File: src/rtl/core/rcs_pkg.sv
// Shared types, constants and command codes for the region channel statistics block.
package rcs_pkg;

    localparam int CHANNELS         = 3;
    localparam int MAX_PIXELS_DEF   = 1048576;
    localparam int COUNT_W          = 21;
    localparam logic [COUNT_W-1:0] COUNT_FIELD_MAX = '1;
    localparam int MEAN_BITS        = 8;
    localparam int SD_BITS          = 16;
    localparam int FRAC_SHIFT       = 16;

    typedef struct packed {
        logic [7:0] chan0_value;
        logic [7:0] chan1_value;
        logic [7:0] chan2_value;
        logic       last_pixel;
    } rcs_pixel_t;

    typedef struct packed {
        logic [1:0]         channel;
        logic [COUNT_W-1:0] pixel_count;
        logic [7:0]         mean;
        logic [15:0]        stddev_q8;
        logic [7:0]         minimum;
        logic [7:0]         maximum;
        logic               overflow;
        logic               last_result;
    } rcs_result_t;

    typedef enum logic [3:0] {
        ST_ACC,
        ST_LOAD,
        ST_DIVM,
        ST_MULA,
        ST_MULB,
        ST_PREP,
        ST_SQRT,
        ST_FIX,
        ST_DIVS,
        ST_EMIT
    } rcs_state_t;

    typedef enum logic [3:0] {
        OP_NONE,
        OP_ACC,
        OP_LOAD,
        OP_DIVM,
        OP_MULA,
        OP_MULB,
        OP_PREP,
        OP_SQRT,
        OP_FIX,
        OP_DIVS,
        OP_EMIT
    } rcs_op_t;

    typedef struct packed {
        rcs_op_t    op;
        logic [1:0] ch;
        logic       clear;
    } rcs_cmd_t;

endpackage

File: src/rtl/core/rcs_stream_if.sv
// Valid/ready stream interface carrying one item per handshake.
interface rcs_stream_if #(parameter type T = logic);
    logic valid;
    logic ready;
    T     data;

    modport source (output valid, output data, input ready);
    modport sink   (input valid, input data, output ready);
endinterface

File: src/rtl/core/rcs_ctrl.sv
// Controller state machine sequencing accumulation, arithmetic steps and emission.
module rcs_ctrl #(
    parameter int IW = 6,
    parameter int CW = 21
) (
    input  logic              clk,
    input  logic              rst_n,
    input  logic              in_valid,
    input  logic              in_last,
    output logic              in_ready,
    output logic              out_valid,
    input  logic              out_ready,
    output rcs_pkg::rcs_cmd_t cmd,
    output logic [IW-1:0]     idx
);
    import rcs_pkg::*;

    localparam int SW = CW + 8;
    localparam int RW = CW + 16;

    rcs_state_t    state_reg, state_next;
    logic [IW-1:0] cnt_reg, cnt_next;
    logic [1:0]    ch_reg, ch_next;
    logic          ov_reg, ov_next;
    logic          slot_free;

    assign slot_free = !ov_reg || out_ready;

    // true when the loop counter c has reached the last value of a loop of len steps, len - 1
    function automatic logic done_at(input logic [IW-1:0] c, input int len);
        return c == IW'(len - 1);
    endfunction

    always_comb
    begin
        state_next = state_reg;
        cnt_next   = cnt_reg;
        ch_next    = ch_reg;
        ov_next    = ov_reg && !out_ready;
        case (state_reg)
            ST_ACC:
            begin
                if (in_valid && in_last)
                begin
                    state_next = ST_LOAD;
                    ch_next    = '0;
                end
            end
            ST_LOAD: begin state_next = ST_DIVM; cnt_next = '0; end
            ST_DIVM:
            begin
                cnt_next = cnt_reg + 1'b1;
                if (done_at(cnt_reg, MEAN_BITS)) begin state_next = ST_MULA; cnt_next = '0; end
            end
            ST_MULA:
            begin
                cnt_next = cnt_reg + 1'b1;
                if (done_at(cnt_reg, CW)) begin state_next = ST_MULB; cnt_next = '0; end
            end
            ST_MULB:
            begin
                cnt_next = cnt_reg + 1'b1;
                if (done_at(cnt_reg, SW)) begin state_next = ST_PREP; cnt_next = '0; end
            end
            ST_PREP: state_next = ST_SQRT;
            ST_SQRT:
            begin
                cnt_next = cnt_reg + 1'b1;
                if (done_at(cnt_reg, RW)) begin state_next = ST_FIX; cnt_next = '0; end
            end
            ST_FIX: state_next = ST_DIVS;
            ST_DIVS:
            begin
                cnt_next = cnt_reg + 1'b1;
                if (done_at(cnt_reg, SD_BITS)) begin state_next = ST_EMIT; cnt_next = '0; end
            end
            ST_EMIT:
            begin
                if (slot_free)
                begin
                    ov_next = 1'b1;
                    if (ch_reg == 2'(CHANNELS - 1))
                        state_next = ST_ACC;
                    else
                    begin
                        ch_next    = ch_reg + 1'b1;
                        state_next = ST_LOAD;
                    end
                end
            end
            default: state_next = ST_ACC;
        endcase
    end

    always_comb
    begin
        in_ready  = 1'b0;
        cmd.op    = OP_NONE;
        cmd.ch    = ch_reg;
        cmd.clear = 1'b0;
        idx       = cnt_reg;
        case (state_reg)
            ST_ACC:
            begin
                in_ready = 1'b1;
                if (in_valid) cmd.op = OP_ACC;
            end
            ST_LOAD: cmd.op = OP_LOAD;
            ST_DIVM: cmd.op = OP_DIVM;
            ST_MULA: cmd.op = OP_MULA;
            ST_MULB: cmd.op = OP_MULB;
            ST_PREP: cmd.op = OP_PREP;
            ST_SQRT: cmd.op = OP_SQRT;
            ST_FIX:  cmd.op = OP_FIX;
            ST_DIVS: cmd.op = OP_DIVS;
            ST_EMIT:
            begin
                if (slot_free)
                begin
                    cmd.op    = OP_EMIT;
                    cmd.clear = (ch_reg == 2'(CHANNELS - 1));
                end
            end
            default: cmd.op = OP_NONE;
        endcase
    end

    assign out_valid = ov_reg;

    always_ff @(posedge clk or negedge rst_n)
    begin
        if (!rst_n)
        begin
            state_reg <= ST_ACC;
            cnt_reg   <= '0;
            ch_reg    <= '0;
            ov_reg    <= 1'b0;
        end
        else
        begin
            state_reg <= state_next;
            cnt_reg   <= cnt_next;
            ch_reg    <= ch_next;
            ov_reg    <= ov_next;
        end
    end

endmodule

File: src/rtl/core/rcs_datapath.sv
// Accumulators, shared shift-add multiplier, divider, square root and result register.
module rcs_datapath #(
    parameter int MAX_PIXELS = rcs_pkg::MAX_PIXELS_DEF,
    parameter int CW = 21,
    parameter int IW = 6
) (
    input  logic                 clk,
    input  logic                 rst_n,
    input  rcs_pkg::rcs_cmd_t    cmd,
    input  logic [IW-1:0]        idx,
    input  rcs_pkg::rcs_pixel_t  pix,
    output rcs_pkg::rcs_result_t res
);
    import rcs_pkg::*;

    localparam int SW = CW + 8;
    localparam int QW = CW + 16;
    localparam int RW = CW + 16;
    localparam int OW = 2 * RW;

    logic [SW-1:0] sum_reg   [CHANNELS];
    logic [QW-1:0] sumsq_reg [CHANNELS];
    logic [7:0]    min_reg   [CHANNELS];
    logic [7:0]    max_reg   [CHANNELS];
    logic [CW-1:0] seen_reg;
    logic          ovf_reg;

    logic [OW-1:0] op_reg;
    logic [OW-1:0] root_reg;
    logic [RW-1:0] rem_reg;
    logic [15:0]   q_reg;
    logic [7:0]    mean_reg;
    rcs_result_t   res_reg;

    logic [7:0]    sample [CHANNELS];
    logic [SW-1:0] s_sel;
    logic [QW-1:0] q_sel;
    logic [2:0]    sh_m;
    logic [3:0]    sh_s;
    logic [RW-1:0] dn_m, dn_s;
    logic [OW-1:0] one, trial;
    logic [CW+COUNT_W-1:0] n_wide;

    assign sample[0] = pix.chan0_value;
    assign sample[1] = pix.chan1_value;
    assign sample[2] = pix.chan2_value;

    always_comb
    begin
        s_sel  = sum_reg[0];
        q_sel  = sumsq_reg[0];
        if (cmd.ch == 2'd1) begin s_sel = sum_reg[1]; q_sel = sumsq_reg[1]; end
        if (cmd.ch == 2'd2) begin s_sel = sum_reg[2]; q_sel = sumsq_reg[2]; end
        sh_m   = 3'(3'd7 - idx[2:0]);
        sh_s   = 4'(4'd15 - idx[3:0]);
        dn_m   = RW'(seen_reg) << sh_m;
        dn_s   = RW'(seen_reg) << sh_s;
        one    = OW'(1) << (2 * (RW - 1 - int'(idx)));
        trial  = root_reg + one;
        n_wide = (CW+COUNT_W)'(seen_reg);
    end

    // accumulators
    always_ff @(posedge clk or negedge rst_n)
    begin
        if (!rst_n)
        begin
            for (int c = 0; c < CHANNELS; c++)
            begin
                sum_reg[c]   <= '0;
                sumsq_reg[c] <= '0;
                min_reg[c]   <= '0;
                max_reg[c]   <= '0;
            end
            seen_reg <= '0;
            ovf_reg  <= 1'b0;
        end
        else if (cmd.op == OP_ACC)
        begin
            if (seen_reg >= CW'(MAX_PIXELS))
                ovf_reg <= 1'b1;
            else
            begin
                for (int c = 0; c < CHANNELS; c++)
                begin
                    sum_reg[c]   <= sum_reg[c] + SW'(sample[c]);
                    sumsq_reg[c] <= sumsq_reg[c] + QW'(sample[c]) * QW'(sample[c]);
                    if (seen_reg == '0 || sample[c] < min_reg[c]) min_reg[c] <= sample[c];
                    if (seen_reg == '0 || sample[c] > max_reg[c]) max_reg[c] <= sample[c];
                end
                seen_reg <= seen_reg + 1'b1;
            end
        end
        else if (cmd.op == OP_EMIT && cmd.clear)
        begin
            for (int c = 0; c < CHANNELS; c++)
            begin
                sum_reg[c]   <= '0;
                sumsq_reg[c] <= '0;
                min_reg[c]   <= '0;
                max_reg[c]   <= '0;
            end
            seen_reg <= '0;
            ovf_reg  <= 1'b0;
        end
    end

    // finishing arithmetic, one step a cycle
    always_ff @(posedge clk)
    begin
        case (cmd.op)
            OP_LOAD:
            begin
                rem_reg <= RW'(s_sel);
                q_reg   <= '0;
                op_reg  <= '0;
            end
            OP_DIVM:
            begin
                if (rem_reg >= dn_m)
                begin
                    rem_reg <= rem_reg - dn_m;
                    q_reg   <= q_reg | (16'(1) << sh_m);
                end
            end
            OP_MULA:
                if (1'(seen_reg >> idx)) op_reg <= op_reg + (OW'(q_sel) << idx);
            OP_MULB:
                if (1'(s_sel >> idx)) op_reg <= op_reg - (OW'(s_sel) << idx);
            OP_PREP:
            begin
                mean_reg <= q_reg[7:0];
                op_reg   <= op_reg << FRAC_SHIFT;
                root_reg <= '0;
            end
            OP_SQRT:
            begin
                if (op_reg >= trial)
                begin
                    op_reg   <= op_reg - trial;
                    root_reg <= (root_reg >> 1) + one;
                end
                else
                    root_reg <= root_reg >> 1;
            end
            OP_FIX:
            begin
                rem_reg <= root_reg[RW-1:0];
                q_reg   <= '0;
            end
            OP_DIVS:
            begin
                if (rem_reg >= dn_s)
                begin
                    rem_reg <= rem_reg - dn_s;
                    q_reg   <= q_reg | (16'(1) << sh_s);
                end
            end
            OP_EMIT:
            begin
                res_reg.channel   <= cmd.ch;
                res_reg.pixel_count <= (n_wide > (CW+COUNT_W)'(COUNT_FIELD_MAX))
                                     ? COUNT_FIELD_MAX : n_wide[COUNT_W-1:0];
                res_reg.mean      <= mean_reg;
                res_reg.stddev_q8 <= q_reg;
                res_reg.minimum   <= min_reg[cmd.ch];
                res_reg.maximum   <= max_reg[cmd.ch];
                res_reg.overflow  <= ovf_reg;
                res_reg.last_result <= cmd.clear;
            end
            default: ;
        endcase
    end

    assign res = res_reg;

endmodule

File: src/rtl/core/region_channel_statistics.sv
// Top level: per-region mean, standard deviation, minimum and maximum of three channels.
// Pixels: one item a cycle while accumulating; the last pixel closes the region.
// Results: worked out per channel by serial divide, shift-add multiply and one-bit-a-cycle
//   square root (CW = clog2(MAX_PIXELS+1)); emission waits while the previous result
//   still sits in the output register; three results a region.
// No pixel is taken while results are being worked out; the final result may wait
//   in the output register while the next region streams in.
// Reset (rst_n, asynchronous, active low) clears all accumulators and the controller.
module region_channel_statistics #(
    parameter int MAX_PIXELS = rcs_pkg::MAX_PIXELS_DEF
) (
    input logic clk,
    input logic rst_n,
    rcs_stream_if.sink   pixel,
    rcs_stream_if.source result
);
    import rcs_pkg::*;

    // pixel count width and the widest loop, the square root, set the counter width
    localparam int CW = $clog2(MAX_PIXELS + 1);
    localparam int IW = $clog2(CW + 16);

    rcs_cmd_t      cmd;
    logic [IW-1:0] idx;
    rcs_pixel_t    pix;
    rcs_result_t   res;

    assign pix = pixel.data;

    // sequence the work: accumulate, then per channel divide, multiply, root, divide, emit
    rcs_ctrl #(
        .IW (IW),
        .CW (CW)
    ) u_ctrl (
        .clk       (clk),
        .rst_n     (rst_n),
        .in_valid  (pixel.valid),
        .in_last   (pix.last_pixel),
        .in_ready  (pixel.ready),
        .out_valid (result.valid),
        .out_ready (result.ready),
        .cmd       (cmd),
        .idx       (idx)
    );

    // hold the sums and run the arithmetic steps the controller commands
    rcs_datapath #(
        .MAX_PIXELS (MAX_PIXELS),
        .CW         (CW),
        .IW         (IW)
    ) u_dp (
        .clk   (clk),
        .rst_n (rst_n),
        .cmd   (cmd),
        .idx   (idx),
        .pix   (pix),
        .res   (res)
    );

    assign result.data = res;

endmodule
File: src/flat_wrapper.sv
// flat-port wrapper written by rule: the top's interface ports become plain ports
module region_channel_statistics_flat import rcs_pkg::*;
#(
    parameter int MAX_PIXELS = rcs_pkg::MAX_PIXELS_DEF
)
  (clk, rst_n, pixel_valid, pixel_data, pixel_ready, result_valid, result_data, result_ready);
  rcs_stream_if pixel_i ();
  rcs_stream_if result_i ();
  input logic clk;
  input logic rst_n;
  input wire logic [$bits(pixel_i.valid)-1:0] pixel_valid;
  input wire logic [$bits(pixel_i.data)-1:0] pixel_data;
  output wire logic [$bits(pixel_i.ready)-1:0] pixel_ready;
  output wire logic [$bits(result_i.valid)-1:0] result_valid;
  output wire logic [$bits(result_i.data)-1:0] result_data;
  input wire logic [$bits(result_i.ready)-1:0] result_ready;
  assign pixel_i.valid = pixel_valid;
  assign pixel_i.data = pixel_data;
  assign pixel_ready = pixel_i.ready;
  assign result_valid = result_i.valid;
  assign result_data = result_i.data;
  assign result_i.ready = result_ready;
  region_channel_statistics #(.MAX_PIXELS(MAX_PIXELS)) u_core (.clk(clk), .rst_n(rst_n), .pixel(pixel_i), .result(result_i));
endmodule
File: config.mk
export PLATFORM = sky130hd
export DESIGN_NAME = region_channel_statistics_flat
export DESIGN_NICKNAME = d
export VERILOG_FILES = /design/src/rtl/core/rcs_pkg.sv /design/src/rtl/core/rcs_stream_if.sv /design/src/rtl/core/rcs_ctrl.sv /design/src/rtl/core/rcs_datapath.sv /design/src/rtl/core/region_channel_statistics.sv /design/src/flat_wrapper.sv
export SDC_FILE = /design/constraint.sdc
export NUM_CORES = 1
export LEC_CHECK = 0
export ABC_AREA = 1
export BUFFER_PORTS_ARGS = -buffer_cell sky130_fd_sc_hd__buf_2
export CELL_PAD_IN_SITES_DETAIL_PLACEMENT = 0
export CELL_PAD_IN_SITES_GLOBAL_PLACEMENT = 1
export CORE_ASPECT_RATIO = 1.4
export CORE_MARGIN = 5
export CORE_UTILIZATION = 46
export DETAILED_ROUTE_END_ITERATION = 8
export GPL_ROUTABILITY_DRIVEN = 0
export GPL_TIMING_DRIVEN = 1
export PLACE_DENSITY_LB_ADDON = 0.08
export SYNTH_ARGS = -nofsm -noshare
export SYNTH_HDL_FRONTEND = slang
export SYNTH_SLANG_ARGS = --single-unit
File: constraint.sdc
create_clock -name clk -period 4.8 [get_ports clk]
set_input_delay 0.24 -clock clk [delete_from_list [all_inputs] [get_ports clk]]
set_output_delay 0.24 -clock clk [all_outputs]
set_load 0.005 [all_outputs]
==> flow_summary.ini, run 1 <==
[routing]
ant_nets = 0
drc = 0
routed_via_density = 4.99
totalWireLength_mm = 2.53
first_pass_iters = 4
wl_per_cell_um = 11.7
vias = 1082
drtIter0Drc = 27

[setup_path]
cp.required_ns = 4.98
path_cells = inv_1, ha_1, inv_1, nor2_1, nand2_1, nand2_1, nand2_4, nor2_8, nand2_4, nand2_1, nand2_1
path_max_fanout = 6
slowest_delay_ns = 0.42
r2r_start = u_core.u_ctrl.idx[0]
path_class = reg -> reg
worstPathArrival_ns = 1.87
r2r_setup_slack_ns = 3.11
cpMaxStageDelayCell = dfrtp_1
cpMostUsedCell = nand2_1
r2r_cells = 11
r2r_end = u_core.u_ctrl.state_reg[1]
cp-end-kind = flop
cp-start-kind = flop

[synth]
synth_top_family_by_area = simple AND/OR/NAND/NOR gates
ys_types = 28
synthXorXnorAreaFrac = 0.0220
ys.flop_type = dfrtp_1
synthSimpleGateAreaFrac = 0.527
synth_area_per_cell_um2 = 6.81
seq_area_frac_synth = 0.298
synthesis.area_um2 = 1190
ys_ff_latch = 14
synth_edf_count = 1
ys_warn_count = 0
syn-instance-count = 175
synthMuxAreaShare = 0
synthArstFlopShare = 0.929
synth_compound_area_frac = 0.0241
synth_adder_area_share = 0.0315
synth_fp_nets = 183

[cells_and_area]
antenna_cells = 0
layout_common_cells = nand2_1 (48), nand3_1 (25), inv_1 (20)
fin_area_um2 = 1290
multi_input_area_um2 = 721
layout.nets = 192
fill_cells = 258
layout-drive-gt1-share = 0.246
final_common_cell = nand2_1
seq_area_um2 = 355
largest_reg_flops = 6
syn2layout_area_growth_pct = 8.50

[timing]
finalSetupViolations = 0
fin_tns_setup_ns = 0
drv_slew = 0
clock_skew_ns = 0.000848
slew_headroom = 0.781
rsz0062_at_grt = no
finalHoldViolCount = 0
timing.final.crit_share = 0.352
post-route-min-period_ns = 1.69
worst_pin_slew_ns = 0.329
max_freq_mhz = 591

[clocking]
clk_path_buf_depth = 2
cts_resized = 0
insertion_delay_ns = 0.28
clock_sinks = 14
cts-root-buf = clkbuf_4
postCtsSetupBuffers = 0
h-tree-depth = 1
cts_made_buffers = 3
cts_tree = yes
clk_pin_slew_ns = 0.09
cts_hold_buf = 1

[placed_design]
placed_cell_area_um2 = 1250
place_hpwl_mm = 2.11
port_buffers = 7

[pwr]
clkPwrFrac = 0.102
p_int_w = 0.000394
p_seq_frac = 0.258
power_density_nw_per_um2 = 648
power_switching_share = 0.530
p_comb_frac = 0.640
ir_worst_vdd_mv = 0.360
leakagePower_nw = 0.670
p_sw_w = 0.000445

[worst_hold_path]
min_path_cells = 4
hp-class = in -> reg
min_from = result_ready
min_to = u_core.u_ctrl.out_valid

[run]
maxCapViolCount = 0

[floorplan]
core_um2 = 2440
die_h_um = 70.2
die_area_um2 = 3720
ios = 8
start_util = 0.488
dieWidth_um = 53.0
rows = 21

[global_routing]
antenna_found_initial = 0
grt_start_max_net_pins = 14
gr-total-overflow = 0
grt_pass1_vias = 1155
grt_pass1_wl_mm = 4.62
track_usage = 0.163

[status]
outcome = complete, no violations
-- layout make-up --
| class | count | share of cell area |
|---|---|---|
| inverters | 25 | 0.0725 |
| multi-input cells | 132 | 0.557 |
| flip-flops and latches | 14 | 0.275 |
| repair buffers | 8 | 0.0348 |
| clock buffers | 4 | 0.0280 |
| well taps | 34 | 0.0329 |
-- cells by family after synthesis --
family | Yosys count
buf+inv | 29
fa+ha+maj | 3
flops | 14
compound gates | 5
simple gates | 121
xor+xnor | 3
-- per-layer routing --
metal | share of wire | wire [um] | up-vias | global-route usage
met5 | 0 | 0 | - | 0
met4 | 0.013 | 32 | 0 | 0.0710
met3 | 0.019 | 47 | 4 | 0.0298
met2 | 0.56 | 1430 | 11 | 0.298
met1 | 0.41 | 1030 | 500 | 0.173
li1 | - | - | 567 | -
-- power by group through the flow --
stage	clock network [W]	logic [W]	registers, W
2_1_floorplan	0	0.000474	0.000184
3_3_place_gp	0	0.000534	0.000216
3_5_place_dp	0	0.000537	0.000218
4_1_cts	0.0000902	0.000541	0.000216
5_1_grt	0.0000951	0.000604	0.000224
6_report	0.0000858	0.000537	0.000217
-- worst max path at each step --
stage | startpoint | to | depth (start not counted)
after global routing | u_core.u_ctrl.idx[0] | u_core.u_ctrl.state_reg[2] | 11
after detailed placement | u_core.u_ctrl.idx[0] | u_core.u_ctrl.state_reg[0] | 11
after CTS | u_core.u_ctrl.idx[0] | u_core.u_ctrl.state_reg[1] | 11
after floorplan | u_core.u_ctrl.idx[0] | u_core.u_ctrl.state_reg[2] | 11
final | u_core.u_ctrl.idx[0] | u_core.u_ctrl.state_reg[1] | 11
after global placement | u_core.u_ctrl.idx[0] | u_core.u_ctrl.state_reg[0] | 11
-- worst max-delay path: cells and delay by family, from the launching register on --
| kind | cells | cell delay [ns] |
|---|---|---|
| buffers and inverters | 2 | 0.23 |
| adder cells (fa/ha/maj) | 1 | 0.26 |
| flip-flops | 1 | 0.42 |
| AND/OR/NAND/NOR | 8 | 0.68 |
-- cell usage after synthesis (2+ instances only) --
library cell | count | area (um^2)
buf_2 | 3 | 15.0
dfrtp_1 | 13 | 325
ha_1 | 3 | 37.5
inv_1 | 20 | 75.1
inv_2 | 4 | 15.0
nand2_1 | 48 | 180
nand2_2 | 7 | 43.8
nand2_4 | 2 | 22.5
nand3_1 | 25 | 125
nand3_2 | 3 | 30.0
nand4_1 | 3 | 18.8
nor2_1 | 12 | 45.0
nor2_2 | 11 | 68.8
nor2_4 | 3 | 33.8
nor3_1 | 2 | 10.0
o21ai_0 | 2 | 10.0
o21ai_1 | 2 | 10.0
xor2_1 | 2 | 17.5
-- metrics by stage --
step / total power [W] / std cells / utilization / hold WS [ns] / setup WS [ns]
floorplan: 0.000658 / 175 / - / -0.0556 / 3.27
global placement: 0.000751 / 212 / 0.510 / 0.152 / 3.16
detailed placement: 0.000755 / 212 / 0.510 / 0.153 / 3.12
CTS: 0.000847 / 217 / 0.529 / 0.252 / 3.11
global route: 0.000924 / 217 / 0.529 / 0.291 / 2.94
finish: 0.000839 / 217 / 0.529 / 0.260 / 3.11
No activity file was read; power rests on OpenSTA's default activity.
==> inputs of run 2 (changes only) <==
--- a/config.mk
+++ b/config.mk
@@ -11,7 +11,7 @@
 export CELL_PAD_IN_SITES_GLOBAL_PLACEMENT = 1
 export CORE_ASPECT_RATIO = 1.4
 export CORE_MARGIN = 5
-export CORE_UTILIZATION = 46
+export CORE_UTILIZATION = 43
 export DETAILED_ROUTE_END_ITERATION = 8
 export GPL_ROUTABILITY_DRIVEN = 0
 export GPL_TIMING_DRIVEN = 1
==> constraint.sdc (replaced) <==
create_clock -name clk -period 1.67 [get_ports clk]
set_input_delay 0.0835 -clock clk [delete_from_list [all_inputs] [get_ports clk]]
set_output_delay 0.0835 -clock clk [all_outputs]
set_load 0.005 [all_outputs]
==> run 2 against run 1 <==
Wire length grew 8.2%. Die area rose by 5.8%. Non-clock buffer count rose by 4. Power rose to 3.1 times the previous value.
==> flow_summary.ini, run 2 (synthesis gave the netlist of run 1 again) <==
[cells_and_area]
layout-drive-gt1-share = 0.294
antenna_cells = 0
final_common_cell = nand2_1
final_cells = 223
largest_reg_flops = 6
syn2layout_area_growth_pct = 13.9
layout.nets = 196
layout_common_cells = nand2_1 (46), nand3_1 (25), inv_1 (19)

[floorplan]
start_util = 0.451
core_um2 = 2640
dieWidth_um = 54.5
ios = 8
rows = 22
die_area_um2 = 3940
die_h_um = 72.3

[pwr]
power_density_nw_per_um2 = 1890
leakagePower_nw = 0.688
p_comb_frac = 0.652
p_sw_w = 0.00135
power_switching_share = 0.524
clkPwrFrac = 0.100
ir_worst_vdd_mv = 1.01
p_int_w = 0.00122
p_seq_frac = 0.247

[setup_path]
cp-end-kind = flop
worstPathArrival_ns = 1.74
cp-start-kind = flop
cp.required_ns = 1.86
path_max_fanout = 5
r2r_cells = 10
path_class = reg -> reg

[global_routing]
gr-total-overflow = 0
grt_start_max_net_pins = 14
antenna_found_initial = 0
grt_pass1_vias = 1053
grt_pass1_wl_mm = 4.55
track_usage = 0.156

[clocking]
cts-root-buf = clkbuf_4
clock_sinks = 14
clk_pin_slew_ns = 0.09
insertion_delay_ns = 0.29
clk_path_buf_depth = 2
h-tree-depth = 1
cts_tree = yes
cts_made_buffers = 3

[routing]
drc = 0
first_pass_iters = 4
drtIter0Drc = 43
totalWireLength_mm = 2.74
ant_nets = 0
wl_per_cell_um = 12.3
vias = 1120
routed_via_density = 5.02

[worst_hold_path]
hp-class = in -> reg
min_path_cells = 4

[run]
maxCapViolCount = 0

[timing]
fin_tns_setup_ns = 0
post-route-min-period_ns = 1.55
worst_pin_slew_ns = 0.325
max_freq_mhz = 647
drv_slew = 0
finalHoldWorstSlack_ns = 0.0871
slew_headroom = 0.783
finalSetupViolations = 0
finalHoldViolCount = 0
timing.final.crit_share = 0.925
clock_skew_ns = 0.00199

[placed_design]
dp_cells = 216
port_buffers = 7
place_hpwl_mm = 2.21

[status]
outcome = complete, no violations
==> run 2: cell count changes in the layout (fill, tap and decap cells not counted), sizes merged <==
cell / previous run / this run
buf: 7 / 11
==> run 2: critical path, cell delays in order, from the launching register on <==
cell and delay, ns:
dfrtp_1 0.45, ha_4 0.19, inv_1 0.05, nor2_2 0.15, nand2_2 0.10, nand2_1 0.09
nand2_2 0.09, nor2_8 0.15, nand2_4 0.07, nand2_1 0.06, nand2_1 0.05
==> run 2: metrics by stage <==
stage	setup slack, ns	power, W	instance area, um^2	utilization
after CTS	0.0600	0.00249	1310	0.496
after detailed placement	0.0731	0.00223	1260	0.479
final	0.125	0.00257	1360	0.514
after floorplan	0.141	0.00189	1190	-
after global placement	0.101	0.00221	1260	0.479
after global routing	-0.0125	0.00280	1360	0.514
==> run 2: final timing paths <==
| kind | startpoint | end | slack, ns |
|---|---|---|---|
| setup / recovery | u_core.u_ctrl.idx[0] | u_core.u_ctrl.state_reg[3] | 0.12 |
| hold / removal | result_ready | u_core.u_ctrl.out_valid | 0.09 |
| setup reg to reg | u_core.u_ctrl.idx[0] | u_core.u_ctrl.state_reg[3] | 0.12 |
| hold reg to reg | u_core.u_ctrl.ch_reg[0] | u_core.u_ctrl.ch_reg[0] | 0.50 |
| max in group asynchronous | rst_n | u_core.u_ctrl.idx[1] | 1.19 |
| min in group asynchronous | rst_n | u_core.u_ctrl.ch_reg[1] | 0.21 |
==> run 2: power groups by stage <==
| stage | sequential [W] | clock [W] | combinational (W) |
|---|---|---|---|
| finish | 0.000634 | 0.000258 | 0.00167 |
| global route | 0.000655 | 0.000278 | 0.00187 |
| CTS | 0.000615 | 0.000262 | 0.00161 |
| detailed placement | 0.000622 | 0 | 0.00161 |
| global placement | 0.000619 | 0 | 0.00159 |
| floorplan | 0.000529 | 0 | 0.00136 |
==> run 2: area by class of cell <==
| cell class | instances | area (um^2) |
|---|---|---|
| Inverter | 25 | 93.8 |
| Sequential cell | 14 | 357 |
| Multi-Input combinational cell | 132 | 751 |
| Clock buffer | 4 | 36.3 |
| Fill cell | 284 | 1280 |
| Timing Repair Buffer | 12 | 75.1 |
| Tap cell | 36 | 45.0 |
==> run 2: metal layers <==
layer | track usage | vias up | routed length [um]
met5 | 0 | - | 0
met1 | 0.176 | 527 | 1090
met4 | 0.0637 | 0 | 67
li1 | - | 574 | -
met2 | 0.285 | 12 | 1530
met3 | 0.0144 | 7 | 48
==> run 2: timing repair <==
action / in CTS / in global routing
hold buffers: 1 / 0
buffers inserted: 0 / 2
resized for setup: 0 / 8
setup endpoints to repair: 0 / 8
hold endpoints to repair: 13 / 0
